## src/hdl/fpsc_pkg.sv

```systemverilog
`timescale 1ns / 1ps
// Shared types and constants for the fill pattern span classifier.
// Holds the beat structs, the register map and the reset values; no dependencies.
package fpsc_pkg;

    localparam int OUT_COUNT_BITS     = 24;
    localparam int DEF_COUNT_BITS     = 24;
    localparam int APB_ADDR_BITS      = 3;
    localparam int APB_DATA_BITS      = 32;

    // Register index, taken from paddr[2] (word-aligned register map).
    localparam logic REG_FILL_BYTE       = 1'b0;
    localparam logic REG_MAX_BROKEN_RUNS = 1'b1;

    localparam logic [7:0] FILL_BYTE_RESET       = 8'd0;
    localparam logic [7:0] MAX_BROKEN_RUNS_RESET = 8'd10;

    typedef logic [OUT_COUNT_BITS-1:0] out_count_t;

    typedef struct packed {
        logic [7:0] data_byte;
        logic       is_final;
    } in_beat_t;

    typedef struct packed {
        logic       likely_flooded;
        logic       fully_flooded;
        out_count_t fill_count;
        out_count_t fill_run_count;
        out_count_t broken_run_count;
    } out_beat_t;

endpackage

```

## src/hdl/fill_pattern_span_classifier_core.sv

```systemverilog
`timescale 1ns / 1ps
// Fill pattern span classifier: counts fill bytes, fill runs and broken runs per region.
// Depends on fpsc_pkg for the beat structs and register map.

// One byte is taken per clock cycle whenever the result register is empty or being
// drained, and a region's verdict appears in the result register on the cycle after
// the final byte is accepted. The per-region counters are updated directly from the
// input beat; the result register on the output side is the only stage, and a stalled
// result holds off further input. Counters saturate at 2^COUNT_BITS - 1 and are
// reported in 24 bits. Registers are at byte offsets 0 (fill byte) and 4 (broken run
// limit) and should only be written while no region is in progress.
module fill_pattern_span_classifier_core #(
    parameter int COUNT_BITS = fpsc_pkg::DEF_COUNT_BITS
) (
    input  logic                                aclk,
    input  logic                                aresetn,
    // Input channel
    input  logic                                s_valid,
    output logic                                s_ready,
    input  fpsc_pkg::in_beat_t                  s_payload,
    // Result channel
    output logic                                m_valid,
    input  logic                                m_ready,
    output fpsc_pkg::out_beat_t                 m_payload,
    // Configuration port
    input  logic                                psel,
    input  logic                                penable,
    input  logic                                pwrite,
    input  logic [fpsc_pkg::APB_ADDR_BITS-1:0]  paddr,
    input  logic [fpsc_pkg::APB_DATA_BITS-1:0]  pwdata,
    output logic [fpsc_pkg::APB_DATA_BITS-1:0]  prdata,
    output logic                                pready
);
    import fpsc_pkg::*;

    typedef logic [COUNT_BITS-1:0] cnt_t;

    function automatic cnt_t sat_inc(input cnt_t v);
        return (v == '1) ? v : v + cnt_t'(1);
    endfunction

    logic [7:0] fill_byte_reg;
    logic [7:0] max_broken_runs_reg;

    cnt_t byte_total_reg,    byte_total_next;
    cnt_t matched_total_reg, matched_total_next;
    cnt_t run_total_reg,     run_total_next;
    cnt_t break_total_reg,   break_total_next;
    logic inside_run_reg,    inside_run_next;
    logic seen_other_reg,    seen_other_next;

    logic      m_valid_reg, m_valid_next;
    out_beat_t result_reg,  result_next;

    logic s_fire;
    logic hit;
    logic cfg_wr;
    logic likely;

    assign pready  = 1'b1;
    assign cfg_wr  = psel && penable && pwrite;
    assign prdata  = (paddr[2] == REG_MAX_BROKEN_RUNS)
                   ? {{(APB_DATA_BITS-8){1'b0}}, max_broken_runs_reg}
                   : {{(APB_DATA_BITS-8){1'b0}}, fill_byte_reg};

    assign s_ready   = !m_valid_reg || m_ready;
    assign s_fire    = s_valid && s_ready;
    assign m_valid   = m_valid_reg;
    assign m_payload = result_reg;

    assign hit = (s_payload.data_byte == fill_byte_reg);

    always_comb begin
        // Counter values with the current byte folded in.
        byte_total_next    = sat_inc(byte_total_reg);
        matched_total_next = hit ? sat_inc(matched_total_reg) : matched_total_reg;
        run_total_next     = (hit && !inside_run_reg) ? sat_inc(run_total_reg)
                                                      : run_total_reg;
        break_total_next   = (!hit && inside_run_reg) ? sat_inc(break_total_reg)
                                                      : break_total_reg;
        inside_run_next    = hit;
        seen_other_next    = seen_other_reg || !hit;

        likely = (matched_total_next >= (byte_total_next >> 1))
              && (break_total_next < cnt_t'(max_broken_runs_reg))
              && (matched_total_next > (run_total_next >> 1));

        result_next.likely_flooded   = likely;
        result_next.fully_flooded    = !seen_other_next;
        result_next.fill_count       = out_count_t'(matched_total_next);
        result_next.fill_run_count   = out_count_t'(run_total_next);
        result_next.broken_run_count = out_count_t'(break_total_next);

        m_valid_next = m_valid_reg && !m_ready;
        if (s_fire && s_payload.is_final) begin
            m_valid_next = 1'b1;
        end
    end

    always_ff @(posedge aclk) begin
        if (!aresetn) begin
            fill_byte_reg       <= FILL_BYTE_RESET;
            max_broken_runs_reg <= MAX_BROKEN_RUNS_RESET;
        end else if (cfg_wr) begin
            case (paddr[2])
                REG_FILL_BYTE:       fill_byte_reg       <= pwdata[7:0];
                REG_MAX_BROKEN_RUNS: max_broken_runs_reg <= pwdata[7:0];
                default:             fill_byte_reg       <= fill_byte_reg;
            endcase
        end
    end

    always_ff @(posedge aclk) begin
        if (!aresetn) begin
            byte_total_reg    <= '0;
            matched_total_reg <= '0;
            run_total_reg     <= '0;
            break_total_reg   <= '0;
            inside_run_reg    <= 1'b0;
            seen_other_reg    <= 1'b0;
            m_valid_reg       <= 1'b0;
        end else begin
            m_valid_reg <= m_valid_next;
            if (s_fire) begin
                if (s_payload.is_final) begin
                    // The region is closed; start the next one from zero.
                    byte_total_reg    <= '0;
                    matched_total_reg <= '0;
                    run_total_reg     <= '0;
                    break_total_reg   <= '0;
                    inside_run_reg    <= 1'b0;
                    seen_other_reg    <= 1'b0;
                end else begin
                    byte_total_reg    <= byte_total_next;
                    matched_total_reg <= matched_total_next;
                    run_total_reg     <= run_total_next;
                    break_total_reg   <= break_total_next;
                    inside_run_reg    <= inside_run_next;
                    seen_other_reg    <= seen_other_next;
                end
            end
        end
    end

    always_ff @(posedge aclk) begin
        if (s_fire && s_payload.is_final) begin
            result_reg <= result_next;
        end
    end

endmodule

```

## config.mk

```make
export PLATFORM = sky130hd
export DESIGN_NAME = fill_pattern_span_classifier_core
export DESIGN_NICKNAME = d
export VERILOG_FILES = /design/src/hdl/fpsc_pkg.sv /design/src/hdl/fill_pattern_span_classifier_core.sv
export SDC_FILE = /design/constraint.sdc
export NUM_CORES = 1
export LEC_CHECK = 0
export BUFFER_PORTS_ARGS = -buffer_cell sky130_fd_sc_hd__buf_4
export CAP_MARGIN = 40
export CORE_MARGIN = 5
export CORE_UTILIZATION = 44
export CTS_CLUSTER_DIAMETER = 120
export DETAILED_ROUTE_END_ITERATION = 12
export PLACE_DENSITY_LB_ADDON = 0.1
export SYNTH_ARGS = -nofsm -noshare
export SYNTH_HDL_FRONTEND = slang
export SYNTH_SLANG_ARGS = --single-unit
```

## constraint.sdc

```tcl
create_clock -name aclk -period 5.3 [get_ports aclk]
set_input_delay 1.06 -clock aclk [delete_from_list [all_inputs] [get_ports aclk]]
set_output_delay 1.06 -clock aclk [all_outputs]
set_load 0.005 [all_outputs]
```

==> qor.txt <==
status -> completed
Crit Path Max Fanout -> 3
Sequential Power Share -> 0.509
maximum number of pins on one net before global-route repair -> 67
Layout Utilization -> 0.5272
asr flop ratio synth -> 0
Synth Area per Inst -> 9.238 sq um
Clock Sinks -> 189
Num CTS Buffers -> 17
Max IR drop VDD -> 0.2122 mV
Worst R2R Path Depth -> 15
Filler Cell Count -> 2268
die height -> 167.3 um
Tot GR Track Use -> 0.2073
CTS root buf -> clkbuf_16
met3 WL post-DR -> 1.294 mm
WP data arrival -> 5.23 ns
initial antenna violation count -> 0
#FFs+latches synth -> 189
DRT iter0 DRCs -> 693
fmax -> 198.7 MHz
Max Cap Viol -> 0
Max transition margin -> 0.5009
Hold WC Path Type -> flop to flop
IO Port Bufs -> 108
Sw Pwr -> 764.8 uW
met1 WL -> 13.85 mm
vias per cell -> 5.451
DRC -> 0
setup violators final -> 0
number of synthesized flops with an enable pin -> 74
Pint -> 2269 uW
Unique masters post-synth -> 69
post-DP HPWL -> 20.69 mm
final WL -> 29.45 mm
non-filler instance count after layout -> 1641
DR vias -> 8945
R2R Setup Slk -> 0.51 ns
worst slew pin tran -> 0.7421 ns
final hold viol count -> 0
top cell type's share of synthesized area -> 0.2114
uppermost layer routed -> met4
CTS tree -> built
Clock Path Buffers -> 2
core outline area -> 24320 sq um
CP Launch Type -> input pin
DIE WIDTH -> 167.3 um
Fin Hold WS -> 0.4840 ns
Clock Skews -> 0.02020 ns
area grow syn2layout -> 17.71%
minimum clock period -> 5.032 ns
top flip-flop cell by instance count after synthesis -> dfxtp_1
power per cell area -> 236.6 nW/um^2
grt ovf -> 0
Final GP Congestion -> 0.8464
Seq/Total Area, Yosys -> 0.4154
Pleak -> 0.005020 uW
antenna violation net count after detailed routing -> 0
CP endpoint kind -> flop
vias in the first global route -> 8562
clk slew on worst S/H paths -> 0.07 ns
combinational power share -> 0.063
Min-Delay Path Depth -> 2
Post-Synthesis Cells -> 1179
Clock Power Share -> 0.429
max FFs per register -> 74
first-pass GRT wire length -> 46.63 mm
Routed WL per cell -> 17.95 um
row cnt -> 57
total power -> 3034 uW
H-tree depth -> 4
hold_sp -> run_total_reg[22]
share of layout cells above drive strength 1 -> 0.1792
Starting Density -> 0.4479
Cells after DPL -> 1609
Syn Std Cell Area -> 10890 sq um
final setup margin -> 0.2680 ns
DP Worst Slack -> -0.2241 ns
RSZ-0062 raised after global routing -> false
Worst EP required -> 5.50 ns
Antenna Cells -> 0
Pins Over Slew Limit -> 0
most frequent cells in the layout -> buf_4, nand2_1, dfxtp_1, edfxtp_1, o21ai_0
Final nets -> 1412
period utilization -> 0.9494
Die Area -> 28000 sq um
worst skew pair latency -> 0.46 ns
yosys warns -> 0
most common cell after layout, fill and taps aside -> buf_4
post-synth top area cell -> dfxtp_1
Setup CP Type -> input pin to flop
reg2reg end -> m_payload[73]
reg2reg start -> matched_total_reg[16]
top cells by area, synth -> dfxtp_1, edfxtp_1, ha_1
routed wl met2 -> 13.92 mm
hold endpoint -> run_total_reg[22]
I/O pins -> 160
drt pass-1 iters -> 5
sw frac -> 0.2521
-- cells by family after synthesis --
logic type | Yosys count | synth area share
adder cells (fa/ha/maj) | 57 | 0.06548
AND/OR/NAND/NOR | 444 | 0.2248
XOR/XNOR | 102 | 0.08202
buffers and inverters | 135 | 0.05721
AO/OA/AOI/OAI | 238 | 0.1420
flip-flops | 189 | 0.4154
other | 2 | 0.0006895
multiplexers | 12 | 0.01241
-- repair_timing --
action / in CTS / in global routing
hold buffers: 0 / 0
gates resized for setup: 0 / 1
buffers inserted: 0 / 0
endpoints found under the setup margin: 0 / 1
-- through the flow --
stage               area (sq um)  TNS, ns
finish                     12820        0
global route               12820        0
CTS                        12810        0
detailed placement         12230  -0.2241
global placement           12220  -0.1549
floorplan                  10980        0
-- how the worst max path moves through the flow --
stage | start | to | cells past startpoint
floorplan | s_payload[7] | m_payload[73] | 17
global placement | s_payload[7] | m_payload[73] | 17
detailed placement | s_payload[7] | m_payload[73] | 17
CTS | s_payload[7] | m_payload[73] | 17
global route | s_payload[6] | m_payload[73] | 19
finish | s_payload[6] | m_payload[73] | 17
-- layer usage --
metal	vias to the layer above	global-route usage
li1	4438	-
met1	4255	0.2857
met2	228	0.3438
met3	24	0.03748
met4	0	0.04270
met5	-	0
-- layout make-up --
cell class | count | area, sq um | area share
Clock buffer | 19 | 464.2 | 0.03621
Clock inverter | 13 | 116.4 | 0.009076
Inverter | 47 | 177.7 | 0.01386
Multi-Input combinational cell | 878 | 5842 | 0.4556
Sequential cell | 189 | 4524 | 0.3529
Tap cell | 324 | 405.4 | 0.03162
Timing Repair Buffer | 171 | 1291 | 0.1007
-- worst max-delay path: stages --
cell and delay (ns):
buf_4 0.11, xnor2_1 0.19, nand4_1 0.25, or3_4 0.42
or4b_4 0.55, nor3_2 0.24, xor2_1 0.24, inv_1 0.07
ha_1 0.29, a21oi_1 0.12, o21ai_0 0.17, a2111o_1 0.41
a2111o_1 0.39, a311oi_1 0.29, o21bai_1 0.14, a31oi_2 0.21
nor4_1 0.08
-- synth_stat cells (15+ instances only) --
| cell type | instances |
|---|---|
| xor2_1 | 38 |
| a21oi_1 | 34 |
| a31oi_1 | 15 |
| o21ai_0 | 69 |
| inv_1 | 47 |
| and3_1 | 26 |
| and4_1 | 21 |
| xnor2_1 | 64 |
| edfxtp_1 | 74 |
| ha_1 | 57 |
| nand3_1 | 43 |
| buf_4 | 25 |
| a21boi_0 | 31 |
| nand2_1 | 125 |
| dfxtp_1 | 115 |
| and2_1 | 21 |
| nor3_1 | 18 |
| nand4_1 | 31 |
| a22oi_1 | 31 |
| nor2b_1 | 41 |
| nor2_1 | 53 |
| clkbuf_1 | 49 |
| a21o_1 | 15 |
-- power groups by stage --
stage               Clock (uW)  Sequential (uW)  Combinational (uW)
finish                    1300             1540                 190
global route              1380             1550                 208
CTS                       1330             1540                 192
detailed placement           0             1580                 192
global placement             0             1580                 189
floorplan                    0             1580                 105
Power figures use the tool's default switching activity.
